<file path="config.mk">
export PLATFORM = sky130hd
export DESIGN_NAME = dsci_sqrt
export DESIGN_NICKNAME = d
export VERILOG_FILES = /design/src/dsci_pkg.sv /design/src/dsci_sqrt.sv
export SDC_FILE = /design/constraint.sdc
export NUM_CORES = 2
export LEC_CHECK = 0
export BUFFER_PORTS_ARGS = -buffer_cell sky130_fd_sc_hd__buf_2
export CORE_ASPECT_RATIO = 0.5
export CORE_MARGIN = 1.5
export CORE_UTILIZATION = 23
export CTS_BUF_LIST = sky130_fd_sc_hd__clkbuf_8
export DETAILED_ROUTE_END_ITERATION = 16
export SYNTH_ARGS = -nofsm -noshare
export SYNTH_HDL_FRONTEND = slang
export SYNTH_MEMORY_MAX_BITS = 65536
export SYNTH_SLANG_ARGS = --single-unit
</file>
<file path="constraint.sdc">
create_clock -name clock -period 10.05 [get_ports clock]
set_input_delay 0.5025 -clock clock [delete_from_list [all_inputs] [get_ports clock]]
set_output_delay 0.5025 -clock clock [all_outputs]
set_load 0.03 [all_outputs]
</file>
<file path="src/dsci_pkg.sv">
package dsci_pkg;

   localparam int FRAC_BITS = 16;

   // quotient magnitudes at or above 2**QBITS are clipped
   localparam int QBITS = 35;

   // round(2**32 / (4*pi))
   localparam int INV_W = 29;
   localparam logic [INV_W-1:0] INV_4PI = 29'd341782638;
   localparam int PROD_W = QBITS + INV_W;

   localparam int SQRT_STAGES = 32;
   localparam int SUM_W = 2 * SQRT_STAGES;
   localparam int NUM_BASE_W = 64;
   localparam int NUM_W = NUM_BASE_W + 2 * FRAC_BITS;
   localparam int DEN_W = 96;

   localparam int DIV_LAT = 1 + QBITS;
   localparam int SCALE_LAT = 2;
   localparam int FLAG_LEN = DIV_LAT + SCALE_LAT;
   localparam int TOTAL_LAT = 3 + SQRT_STAGES + 2 + DIV_LAT + SCALE_LAT + 1;

   typedef struct packed {
      logic [63:0] ab;
      logic [63:0] dx;
      logic [63:0] dy;
      logic [31:0] az;
      logic signed [31:0] x;
      logic signed [31:0] y;
      logic nxy;
      logic nz;
      logic sing;
   } side_type;

   typedef struct packed {
      logic nxy;
      logic nz;
      logic sing;
   } flag_type;

endpackage

</file>
<file path="src/dsci_sqrt.sv">
module dsci_sqrt import dsci_pkg::*; (
   input  logic                   clock,
   input  logic                   reset,
   input  logic                   op_valid,
   input  logic [SUM_W-1:0]       op_sum,
   output logic                   res_valid,
   output logic [SQRT_STAGES-1:0] res_root
);

   logic [SQRT_STAGES-1:0] vld_ff, vld_in;
   logic [SUM_W-1:0]       sum_ff  [SQRT_STAGES];
   logic [SUM_W-1:0]       sum_in  [SQRT_STAGES];
   logic [SQRT_STAGES+1:0] rem_ff  [SQRT_STAGES];
   logic [SQRT_STAGES+1:0] rem_in  [SQRT_STAGES];
   logic [SQRT_STAGES-1:0] root_ff [SQRT_STAGES];
   logic [SQRT_STAGES-1:0] root_in [SQRT_STAGES];

   // one root bit per stage, two radicand bits taken from the top each time
   always_comb begin
      logic [SUM_W-1:0]       s_prev;
      logic [SQRT_STAGES+1:0] r_prev;
      logic [SQRT_STAGES-1:0] q_prev;
      logic                   v_prev;
      logic [SQRT_STAGES+3:0] t;
      logic [SQRT_STAGES+3:0] trial;
      logic [SQRT_STAGES+3:0] diff;
      for (int i = 0; i < SQRT_STAGES; i++) begin
         if (i == 0) begin
            s_prev = op_sum;
            r_prev = '0;
            q_prev = '0;
            v_prev = op_valid;
         end else begin
            s_prev = sum_ff[i-1];
            r_prev = rem_ff[i-1];
            q_prev = root_ff[i-1];
            v_prev = vld_ff[i-1];
         end
         t = {r_prev, s_prev[SUM_W-1:SUM_W-2]};
         trial = {2'b00, q_prev, 2'b01};
         diff = t - trial;
         vld_in[i] = v_prev;
         sum_in[i] = {s_prev[SUM_W-3:0], 2'b00};
         if (t >= trial) begin
            rem_in[i]  = diff[SQRT_STAGES+1:0];
            root_in[i] = {q_prev[SQRT_STAGES-2:0], 1'b1};
         end else begin
            rem_in[i]  = t[SQRT_STAGES+1:0];
            root_in[i] = {q_prev[SQRT_STAGES-2:0], 1'b0};
         end
      end
   end

   always_ff @(posedge clock) begin
      if (reset) begin
         vld_ff <= '0;
      end else begin
         vld_ff <= vld_in;
      end
      for (int i = 0; i < SQRT_STAGES; i++) begin
         sum_ff[i]  <= sum_in[i];
         rem_ff[i]  <= rem_in[i];
         root_ff[i] <= root_in[i];
      end
   end

   assign res_valid = vld_ff[SQRT_STAGES-1];
   assign res_root  = root_ff[SQRT_STAGES-1];

endmodule

</file>
==> summary.md <==
| Metric | Value |
|---|---|
| First-pass GRT wire length | `around 300 mm` |
| Commonest cells in the netlist | `dfxtp_1, inv_1, a21oi_1, nor2_1, nand2_1` |
| Worst hold path class | `in2reg` |
| Worst path slowest cell | `clkinv_1` |
| Post-layout util | `26.9%` |
| Placed insts | `roughly 15000` |
| Core area | `roughly 0.40 sq mm` |
| DRT iter0 DRCs | `approximately 3300` |
| PostCTS Resize Cnt | `0` |
| Post-synthesis sequential area ratio | `a little over half` |
| Pins Over Slew Limit | `0` |
| Clock buffer depth | `4` |
| Final setup fails | `0` |
| Worst Setup SP | `root_ff[1][224]` |
| Non-filler cells, final | `about 15000` |
| Die Height | `about 450 microns` |
| Crit path max fanout | `34` |
| Flop-to-flop setup slack | `5.53 ns` |
| Worst Reg-to-Reg Cells | `12` |
| CP cell instances | `inv_1, ha_1, nor2b_1, o21ai_0, a21boi_0, o311ai_0, a21oi_1, nor2_1, o21a_1, clkinv_1, nor2_1, a21oi_1` |
| Fin Clk Skew | `about 0.14 ns` |
| Final Hold Viols | `0` |
| Drt drc | `0` |
| # nets final | `between 10000 and 15000` |
| Slew @ Worst Pin | `approximately 1.2 ns` |
| Yosys warns | `0` |
| P per Cell Area | `235 mW/mm^2` |
| Initial antenna violation count | `3` |
| Clock Tree Root | `clkbuf_8` |
| Boundary Pins | `100` |
| Inserted Clock Buffers | `380` |
| Yosys reg bits | `2555` |
| Sink Count | `approximately 2600` |
| I/O Buffers | `99` |
| Mean Syn Cell Area | `10.2 sq um` |
| Total Routing Usage GR | `under 10%` |
| Post-Syn Area | `slightly above 0.09 sq mm` |
| Max IR drop VDD | `about 0.11 mV` |
| Async S/R FF share, synth | `0%` |
| Fin crit period | `between 4 and 5 ns` |
| Slew HR | `between 10% and 20%` |
| Final period util | `approximately 45%` |
| Sequential cell area | `a little over 0.05 sq mm` |
| Number of synthesized flops with an enable pin | `0` |
| Synthesized netlist cell count | `9170` |
| Total power | `between 20 and 30 mW` |
| Largest net degree at the start of global routing | `between 60 and 70` |
| Status | `finished, final reports clean` |
| Setup Total Neg Slack | `0 ns` |
| Critical path endpoint category | `register` |
| RSZ-0062 raised after global routing | `no` |
| Drt first pass iters | `8` |
| Via density | `4.06` |
| Max Clk Rate | `around 220 MHz` |
| GR Overflow Total | `0` |
| Top-count cell post-synth | `dfxtp_1` |
| Hold path start | `op_sum[20]` |
| Crit path depth | `12` |
| CTS tree | `done` |
| Post-synth top flop | `dfxtp_1` |
| CP arrival | `about 5.4 ns` |
| Synth unique cells | `90` |
| Leak | `around 50 nW` |
| Worst EP required | `between 10 and 15 ns` |
| Post-Route WL | `184 mm` |
| Max-cap violations | `0` |
| Starting Density | `between 20 and 25%` |
| H-tree depth | `5` |
| Dpl hpwl | `between 100 and 150 mm` |
| Area of the multi-input gates | `0.0385 sq mm` |
| Via count | `between 60000 and 70000` |
| Net count after synthesis | `between 9000 and 10000` |
| Placement-stage worst setup slack | `between 5 and 6 ns` |
| CP Launch Type | `register` |
| Number of global-route vias before repair | `approximately 60000` |
| Chip width | `approximately 900 microns` |
| Reg clk slew, reported paths | `0.07 ns` |
| Critical R2R Launch | `root_ff[1][224]` |
| RR Endpoint | `rem_ff[1][274]` |
| RePlAce Congestion | `0.906` |
| Synth area leaders | `dfxtp_1, ha_1, xnor2_1` |
| Avg WL per Cell | `12.0 microns` |
| Insertion delay to the later sink of the worst-skew pair | `1.09 ns` |
| Total Die Area | `0.409 sq mm` |
| Area Growth Syn to Fin | `16.8%` |
| CP Buf/Inv Count | `2` |
| CP peak stage delay | `1.00 ns` |
| Share of layout cells above drive strength 1 | `under 10%` |
| CP top delay family | `compound AO/OA/AOI/OAI gates` |
| Post-synth top area share | `around 55%` |
| DRT antenna net count | `0` |
| Critical Path End | `rem_ff[1][274]` |
| Final setup margin | `about 5.5 ns` |
| # rows | `about 170` |
| Setup CP Type | `reg2reg` |
| Cell taking the most area after synthesis | `dfxtp_1` |
| Fill count | `about 42000` |
## state kept, by name, indices dropped and copies added (netlist names)
signal,cells
rem_ff,1003
sum_ff,992
root_ff,528
vld_ff,32
## kinds of logic after synthesis
logic type / synth area share, %
other: 0.00402
muxes: 0.819
buffers and inverters: 3.92
DFF: 54.9
adders and majority gates: 7.54
xor gates and xnor gates: 8.09
AOI/OAI and AO/OA: 12.3
and+or+nand+nor: 12.4
## worst min-delay path by stage
stage | cells after the start | end
after global placement | 0 | sum_ff[1][803]
final | 2 | sum_ff[0][20]
after global routing | 2 | sum_ff[0][28]
after detailed placement | 0 | sum_ff[0][122]
after floorplan | 0 | sum_ff[0][100]
after CTS | 2 | sum_ff[0][27]
## area by class of cell
type                            instances  area share [%]
Antenna cell                            2         0.00460
Clock buffer                          480            6.07
Clock inverter                        187            1.24
Inverter                              727            2.51
Multi-Input combinational cell       5683            35.4
Sequential cell                      2555            47.0
Tap cell                             5427            6.24
Timing Repair Buffer                  226            1.58
## metal layers
| metal | vias to the layer above | global-route usage, % | part of all wire [%] |
|---|---|---|---|
| met5 | - | 0 | 0.0071 |
| met4 | 2 | 4.36 | 5.0 |
| met3 | 564 | 2.04 | 5.2 |
| met2 | 1358 | 13.6 | 43 |
| met1 | 27916 | 10.9 | 47 |
| li1 | 32184 | - | - |
## placed cells by master (no fill, tap or decap), types with 51 or more instances in the layout
master,instances
nor3_1,222
buf_2,99
o21bai_1,65
or4_1,56
nor4_1,113
o21ai_0,432
a21oi_1,632
clkbuf_8,480
xnor2_1,431
nand4_1,94
nand2b_1,87
nand2_1,568
a31oi_1,51
nor2b_1,93
dfxtp_1,2555
ha_1,562
mux2_2,62
or3_1,78
dlygate4sd3_1,108
inv_1,807
nor2_1,609
nand3_1,155
xor2_1,430
and3_1,54
clkinv_2,51
o21a_1,99
a21o_1,241
## repair_timing
action | CTS | global route
hold endpoints to repair | 97 | 0
hold buffers | 108 | 0
setup buffers | 0 | 0
## where the power goes
part           leakage [nW]  switching, mW  internal (mW)
clock                  4.43           4.08           4.66
sequential             21.4           1.15           11.8
combinational          23.9           2.13           1.83
## stage by stage
stage          cell area (sq um)  hold slack, ns
3_3_place_gp               99800           0.310
5_1_grt                   109000          0.0500
4_1_cts                   109000          0.0223
3_5_place_dp               99800           0.312
2_1_floorplan              93200           0.310
6_report                  109000           0.182
## worst reg2reg max path, cell delays in order (launching register included)
cell and delay, ns:
dfxtp_1 0.33, inv_1 0.04, ha_1 0.34, nor2b_1 0.15
o21ai_0 0.24, a21boi_0 0.19, o311ai_0 0.55, a21oi_1 0.24
nor2_1 0.16, o21a_1 0.70, clkinv_1 1.00, nor2_1 0.36
a21oi_1 0.07
(Power assumes the default switching activity.)
