[src/dsci_pkg.sv]
package dsci_pkg;

   localparam int FRAC_BITS = 16;

   // quotient magnitudes at or above 2**QBITS are clipped
   localparam int QBITS = 35;

   // round(2**32 / (4*pi))
   localparam int INV_W = 29;
   localparam logic [INV_W-1:0] INV_4PI = 29'd341782638;
   localparam int PROD_W = QBITS + INV_W;

   localparam int SQRT_STAGES = 32;
   localparam int SUM_W = 2 * SQRT_STAGES;
   localparam int NUM_BASE_W = 64;
   localparam int NUM_W = NUM_BASE_W + 2 * FRAC_BITS;
   localparam int DEN_W = 96;

   localparam int DIV_LAT = 1 + QBITS;
   localparam int SCALE_LAT = 2;
   localparam int FLAG_LEN = DIV_LAT + SCALE_LAT;
   localparam int TOTAL_LAT = 3 + SQRT_STAGES + 2 + DIV_LAT + SCALE_LAT + 1;

   typedef struct packed {
      logic [63:0] ab;
      logic [63:0] dx;
      logic [63:0] dy;
      logic [31:0] az;
      logic signed [31:0] x;
      logic signed [31:0] y;
      logic nxy;
      logic nz;
      logic sing;
   } side_type;

   typedef struct packed {
      logic nxy;
      logic nz;
      logic sing;
   } flag_type;

endpackage

[src/dsci_scale.sv]
module dsci_scale import dsci_pkg::*; (
   input  logic               clock,
   input  logic               reset,
   input  logic               op_valid,
   input  logic [QBITS-1:0]   op_quot,
   input  logic               op_sat,
   input  logic               op_neg,
   output logic               res_valid,
   output logic signed [31:0] res_value,
   output logic               res_sat
);

   logic [PROD_W-1:0] prod_in, prod_ff;
   logic              v1_ff, sat1_ff, neg1_ff;
   logic [PROD_W-1:0] rnd;
   logic [31:0]       mag, limit, mag_c;
   logic              clip;
   logic              v2_ff, sat2_ff;
   logic [31:0]       val2_ff, val2_in;

   assign prod_in = op_quot * INV_4PI;

   always_ff @(posedge clock) begin
      if (reset) begin
         v1_ff <= 1'b0;
         v2_ff <= 1'b0;
      end else begin
         v1_ff <= op_valid;
         v2_ff <= v1_ff;
      end
      prod_ff <= prod_in;
      sat1_ff <= op_sat;
      neg1_ff <= op_neg;
      val2_ff <= val2_in;
      sat2_ff <= clip;
   end

   // round to nearest, then clip to the signed range of the sign in force
   always_comb begin
      rnd   = prod_ff + PROD_W'(64'h8000_0000);
      mag   = rnd[PROD_W-1:PROD_W-32];
      limit = neg1_ff ? 32'h8000_0000 : 32'h7fff_ffff;
      clip  = sat1_ff || (mag > limit);
      mag_c = clip ? limit : mag;
      val2_in = neg1_ff ? (~mag_c + 32'd1) : mag_c;
   end

   assign res_valid = v2_ff;
   assign res_value = $signed(val2_ff);
   assign res_sat   = sat2_ff;

endmodule

[config.mk]
export PLATFORM = sky130hd
export DESIGN_NAME = dsci_scale
export DESIGN_NICKNAME = d
export VERILOG_FILES = /design/src/dsci_pkg.sv /design/src/dsci_scale.sv
export SDC_FILE = /design/constraint.sdc
export NUM_CORES = 1
export LEC_CHECK = 0
export ABC_AREA = 1
export BUFFER_PORTS_ARGS = -buffer_cell sky130_fd_sc_hd__buf_2
export CORE_MARGIN = 2
export CORE_UTILIZATION = 35
export DETAILED_ROUTE_END_ITERATION = 10
export HOLD_SLACK_MARGIN = 0.12
export PLACE_DENSITY = 0.56
export SYNTH_ARGS = -nofsm -noshare
export SYNTH_HDL_FRONTEND = slang
export SYNTH_SLANG_ARGS = --single-unit
[constraint.sdc]
create_clock -name clock -period 9.2 [get_ports clock]
set_input_delay 1.38 -clock clock [delete_from_list [all_inputs] [get_ports clock]]
set_output_delay 1.38 -clock clock [all_outputs]
set_load 0.02 [all_outputs]
==> impl_metrics.ini, run 1 <==
[worst_setup_path]
critPathCaptureType = flip-flop
critPathLaunchType = input port
crit_type = in2reg
worstPathMaxFanout = 6
critPathRequiredTime_ns = 9.47
r2r_start = prod_ff[34]
worstPathArrival_ns = 7.68
startpoint = op_quot[7]

[synth]
synth_top_family_by_area = adder cells
yosys.area.top_type = fa_1
synth_edf_count = 0
netlist.area_leader.share = 0.3577
synth_cell_type_count = 49
synthXorXnorAreaFrac = 0.02492
muxShareOfSynthArea = 0.0004449
synthFlopType = dfxtp_1
synth_nets = 3561
synth_compound_area_frac = 0.05934
synth-simple-area-share = 0.1241
syn_inst = 2738
yosysSeqAreaShare = 0.06229
synth_area_leaders = fa_1 (36%), ha_1 (21%), inv_1 (15%), dfxtp_1 (6.2%), nand2_1 (5.2%)
synth_area_um2 = 22500
yosys.area_share.adder = 0.5696
syn_avg_cell_area_um2 = 8.216
ys_seq_elements = 70
synth-async-reset-ratio = 0
yosysWarnings = 0

[placed_design]
hpwlAfterDp_mm = 54.94
place.gp.congestion = 0.9499
dpl_cell_area_um2 = 23800
portBuffers = 73
placedCellCount = 3642

[floorplanning]
ios = 74
fp.dieH_um = 257.5
start_util = 0.3553
rows = 92
fp.dieW_um = 257.5
design.core.area_um2 = 63310
die_area_um2 = 66320

[finish]
final_net_count = 3630
stdcell_count = 3658
diodes = 0
final_cell_mix = inv_1 (916), fa_1 (402), ha_1 (381), nand2_1 (313), nor2_1 (165)
register_area_um2 = 1403
layout-drive-gt1-share = 0.04801
final_common_cell = inv_1
multiInputGateArea_um2 = 17510
num-fill-cells = 6730
syn_to_final_growth_pct = 7.286
fin_util = 0.3812
design_area_um2 = 24140

[clocking]
cts_tree = yes
cts.clk_slew.worst_paths_ns = 0.06
cts_hold_buf = 0
cts_buffers = 9
cts.htree.levels = 3
insertion_delay_ns = 0.34
clkSinkCount = 70
cts_buffer_depth = 2
cts_resized = 0
root_buffer = clkbuf_16
cts_setup_buffers = 0

[route]
drc = 0
ant_nets = 0
dr.pass1.iters = 5
drt-wirelength-per-cell_um = 16.26
drt-total-wl_mm = 59.50
drtIter0Drc = 823
num_vias = 16520
viasPerCell = 4.516

[global_routing]
grt_first_pass_wirelength_mm = 96.47
grt_pass1_vias = 17820
grt_util_all_layers = 0.1869
grt-ovfl-total = 0
antenna_found_initial = 0
grt_start_max_net_pins = 69

[run_status]
status = finished, final reports clean

[timing]
maxSlewViolCount = 0
max_freq_mhz = 134.9
period_minus_slack_ns = 7.412
rsz0062_at_grt = false
clock_skew_ns = 0.005981
hold_viol_final = 0
finalSetupViolCount = 0
setup-tns-final_ns = 0
tightest_slew_ns = 0.7539
relSlewSlack = 0.4974
period_share = 0.8056

[worst_hold_path]
hold_path_class = reg2reg
worst_hold_startpoint = v1_ff

[run]
drv_cap = 0
-- flip-flops by register name (all words and copies together) (netlist names) --
signal     flops
res_value     32
res_sat        1
neg1_ff        1
sat1_ff        1
res_valid      1
prod_ff       33
v1_ff          1
-- critical path, cell delays in order --
cell     delay, ns
buf_2         0.15
inv_1         0.27
fa_1          0.50
fa_1          0.52
inv_1         0.07
fa_1          0.46
inv_1         0.12
fa_1          0.39
inv_1         0.13
fa_1          0.46
fa_1          0.56
inv_1         0.06
fa_1          0.53
inv_1         0.06
ha_1          0.31
nand2_1       0.10
nor2_1        0.21
inv_1         0.11
nor2_1        0.20
nand2_1       0.08
o21ai_0       0.58
nand4_1       0.17
nand2_1       0.13
xor2_1        0.13
-- cell usage after synthesis, types with 2 or more instances --
cell type	n
inv_1	916
fa_1	402
ha_1	381
nand2_1	313
nor2_1	165
a21oi_1	105
nand3_1	95
dfxtp_1	70
o21ai_0	64
xor2_1	43
xnor2_1	21
nor2_2	18
nor3_1	17
nand4_1	15
o21a_1	14
a31oi_1	13
nand3_2	10
o21bai_1	7
a21boi_0	5
buf_2	5
nand2_2	5
a221oi_1	4
clkbuf_1	4
nand3b_1	4
o21ai_1	4
a21o_1	3
buf_6	3
nand2_4	3
o221ai_1	3
a21oi_2	2
buf_12	2
buf_4	2
inv_2	2
nor4_1	2
o211ai_1	2
-- logic make-up (layout without fill, tap and decap cells) --
| group | count (synthesis) | in the layout |
|---|---|---|
| AOI/OAI and AO/OA | 234 | 234 |
| adders and majority gates | 783 | 783 |
| buffers and inverters | 936 | 1010 |
| muxes | 1 | 1 |
| DFF | 70 | 70 |
| and+or+nand+nor | 650 | 650 |
| xor gates and xnor gates | 64 | 64 |
-- final cells by class --
class,instances,area share
inverters,919,0.1429
clock buffers,10,0.009902
well taps,846,0.04386
repair buffers,75,0.01576
multi-input cells,1732,0.7256
flip-flops and latches,70,0.05811
clock inverters,6,0.003836
-- stage by stage --
step	hold slack [ns]	worst slack, ns
detailed placement	0.3962	1.491
floorplan	0.3883	2.310
global route	0.4251	1.425
CTS	0.3997	1.830
finish	0.3977	1.788
global placement	0.3919	1.460
-- worst paths after layout --
| check | end | slack (ns) | cells past startpoint |
|---|---|---|---|
| min | res_valid | 0.40 | 2 |
| min reg2reg | res_valid | 0.40 | 2 |
| max | prod_ff[63] | 1.79 | 24 |
| max reg2reg | res_value[16] | 4.33 | 28 |
-- routing by layer --
layer | wire length (µm) | up-vias | GRT usage
li1 | - | 8291 | -
met1 | 28130 | 7824 | 0.2551
met2 | 26870 | 331 | 0.3088
met3 | 2913 | 74 | 0.02847
met4 | 1579 | 0 | 0.04929
met5 | 0 | - | 0
Power of run 1 is not shown: default switching activity piles up to over one toggle a cycle in this logic, so the estimate is an artifact.
==> run 2, diff against run 1 <==
--- a/config.mk
+++ b/config.mk
@@ -11,7 +11,7 @@
 export CORE_UTILIZATION = 35
 export DETAILED_ROUTE_END_ITERATION = 10
 export HOLD_SLACK_MARGIN = 0.12
-export PLACE_DENSITY = 0.56
+export PLACE_DENSITY = 0.58
 export SYNTH_ARGS = -nofsm -noshare
 export SYNTH_HDL_FRONTEND = slang
 export SYNTH_SLANG_ARGS = --single-unit
==> constraint.sdc (replaced) <==
create_clock -name clock -period 6.5 [get_ports clock]
set_input_delay 0.975 -clock clock [delete_from_list [all_inputs] [get_ports clock]]
set_output_delay 0.975 -clock clock [all_outputs]
set_load 0.02 [all_outputs]
==> run 2 against run 1 <==
Largest cell class unchanged. Register-to-register slack worse by 2.5 ns. Hold slack gained 0.013 ns. First-iteration DRC count shrank 8.1%. Via count grew 6.2%.
==> impl_metrics.ini, run 2 (synthesis gave the netlist of run 1 again) <==
[clocking]
cts_tree = yes
cts_buffer_depth = 2
root_buffer = clkbuf_16
insertion_delay_ns = 0.34
cts.clk_slew.worst_paths_ns = 0.06
clkSinkCount = 70
cts.htree.levels = 3
cts_buffers = 9
cts_hold_buf = 0

[finish]
diodes = 0
layout-drive-gt1-share = 0.1689
stdcell_count = 3937
final_cell_mix = inv_1 (894), fa_1 (389), ha_1 (369), nand2_1 (306), buf_4 (283)
final_common_cell = inv_1
syn_to_final_growth_pct = 18.90
largest_reg_flops = 33
top_register = prod_ff
final_net_count = 3909

[run]
drv_cap = 0

[worst_setup_path]
crit_type = in2reg
ff2ff_path_depth = 26
worstPathMaxFanout = 4
critPathLaunchType = input port
reg2reg_to = res_value[28]
r2r_setup_slack_ns = 1.87
critPathRequiredTime_ns = 6.77
startpoint = op_quot[13]
r2r_start = prod_ff[44]
critPathCaptureType = flip-flop
worstPathArrival_ns = 6.58
endpoint = prod_ff[57]

[worst_hold_path]
hold_path_class = reg2reg

[floorplanning]
fp.dieH_um = 257.5
rows = 92
fp.dieW_um = 257.5
start_util = 0.3553
design.core.area_um2 = 63310
die_area_um2 = 66320
ios = 74

[placed_design]
hpwlAfterDp_mm = 56.44
placedCellCount = 3908
portBuffers = 73
place.gp.congestion = 0.9634

[timing]
relSlewSlack = 0.4980
max_freq_mhz = 158.4
finalSetupViolCount = 0
tightest_slew_ns = 0.7529
period_minus_slack_ns = 6.312
maxSlewViolCount = 0
clock_skew_ns = 0.009263
hold_viol_final = 0
rsz0062_at_grt = true
period_share = 0.9710

[route]
drc = 0
drtIter0Drc = 756
drt-total-wl_mm = 60.90
ant_nets = 0
dr.pass1.iters = 5
drt-wirelength-per-cell_um = 15.47
num_vias = 17550
viasPerCell = 4.458

[global_routing]
grt-ovfl-total = 0
grt_util_all_layers = 0.1898
grt_busiest_layer = met2
use_met3 = 0.02453
grt_start_max_net_pins = 68
use_met1 = 0.2544
grt_pass1_vias = 18720
grt_util_met2 = 0.3274
grt_first_pass_wirelength_mm = 98.29
antenna_found_initial = 0

[run_status]
status = finished, final reports clean
-- run 2: changes by cell type in the layout (fill, tap and decap cells not counted), moves of 8 or more --
| cell | previous run | this run |
|---|---|---|
| buf_4 | 2 | 283 |
| a21oi_1 | 105 | 81 |
| a21oi_2 | 2 | 25 |
| inv_1 | 916 | 894 |
| o21ai_0 | 64 | 46 |
| fa_1 | 402 | 389 |
| fa_2 | 0 | 13 |
| inv_2 | 2 | 15 |
| ha_1 | 381 | 369 |
| ha_4 | 0 | 11 |
| o21ai_1 | 4 | 15 |
| nor2_1 | 165 | 157 |
-- run 2: through the flow --
step	setup TNS (ns)	hold WS, ns	area [µm²]	setup WS [ns]	utilization
after floorplan	0	0.3883	22500	0.01474	-
after global placement	-6.987	0.3904	25810	-0.4326	0.4077
after detailed placement	-9.019	0.3948	25810	-0.4443	0.4077
after CTS	-0.01389	0.4118	26140	-0.01389	0.4129
after global routing	-0.1448	0.4557	26750	-0.03138	0.4225
final	0	0.4105	26750	0.1883	0.4225
-- run 2: critical path, stage by stage --
cell and delay [ns]:
buf_4 0.11, clkinvlp_4 0.10, buf_4 0.15, fa_1 0.57
fa_2 0.46, fa_1 0.51, inv_1 0.05, fa_1 0.46
fa_1 0.48, fa_1 0.49, inv_1 0.05, fa_1 0.53
inv_1 0.06, ha_4 0.30, nand2_1 0.09, nor2_1 0.09
inv_1 0.08, nor2_1 0.24, nand2_1 0.12, o21ai_2 0.22
a21oi_2 0.10, o21ai_1 0.15, xor2_1 0.17
-- run 2: worst min-delay path by stage --
stage,startpoint,end,slack [ns],cells after the start
2_1_floorplan,v1_ff,res_valid,0.39,2
3_3_place_gp,v1_ff,res_valid,0.39,2
3_5_place_dp,v1_ff,res_valid,0.39,2
4_1_cts,v1_ff,res_valid,0.41,2
5_1_grt,v1_ff,res_valid,0.46,2
6_report,v1_ff,res_valid,0.41,2
-- run 2: area by class of cell --
type / count / area (µm²)
Sequential cell: 70 / 1403
Multi-Input combinational cell: 1732 / 17990
Clock buffer: 11 / 242.7
Inverter: 919 / 3482
Clock inverter: 5 / 82.58
Timing Repair Buffer: 354 / 2495
Tap cell: 846 / 1059
Fill cell: 6463 / 36560
-- run 2: routing by layer --
layer / vias up / part of all wire
met2: 289 / 0.47
met4: 0 / 0.025
li1: 8852 / -
met1: 8342 / 0.47
met5: - / 0
met3: 69 / 0.038
-- run 2: what timing repair did --
item | in CTS | in global routing
setup endpoints to repair | 7 | 32
pin swaps | 0 | 41
setup buffers | 0 | 13
resized for setup | 4 | 142
Power of run 2 is left out for the same reason.
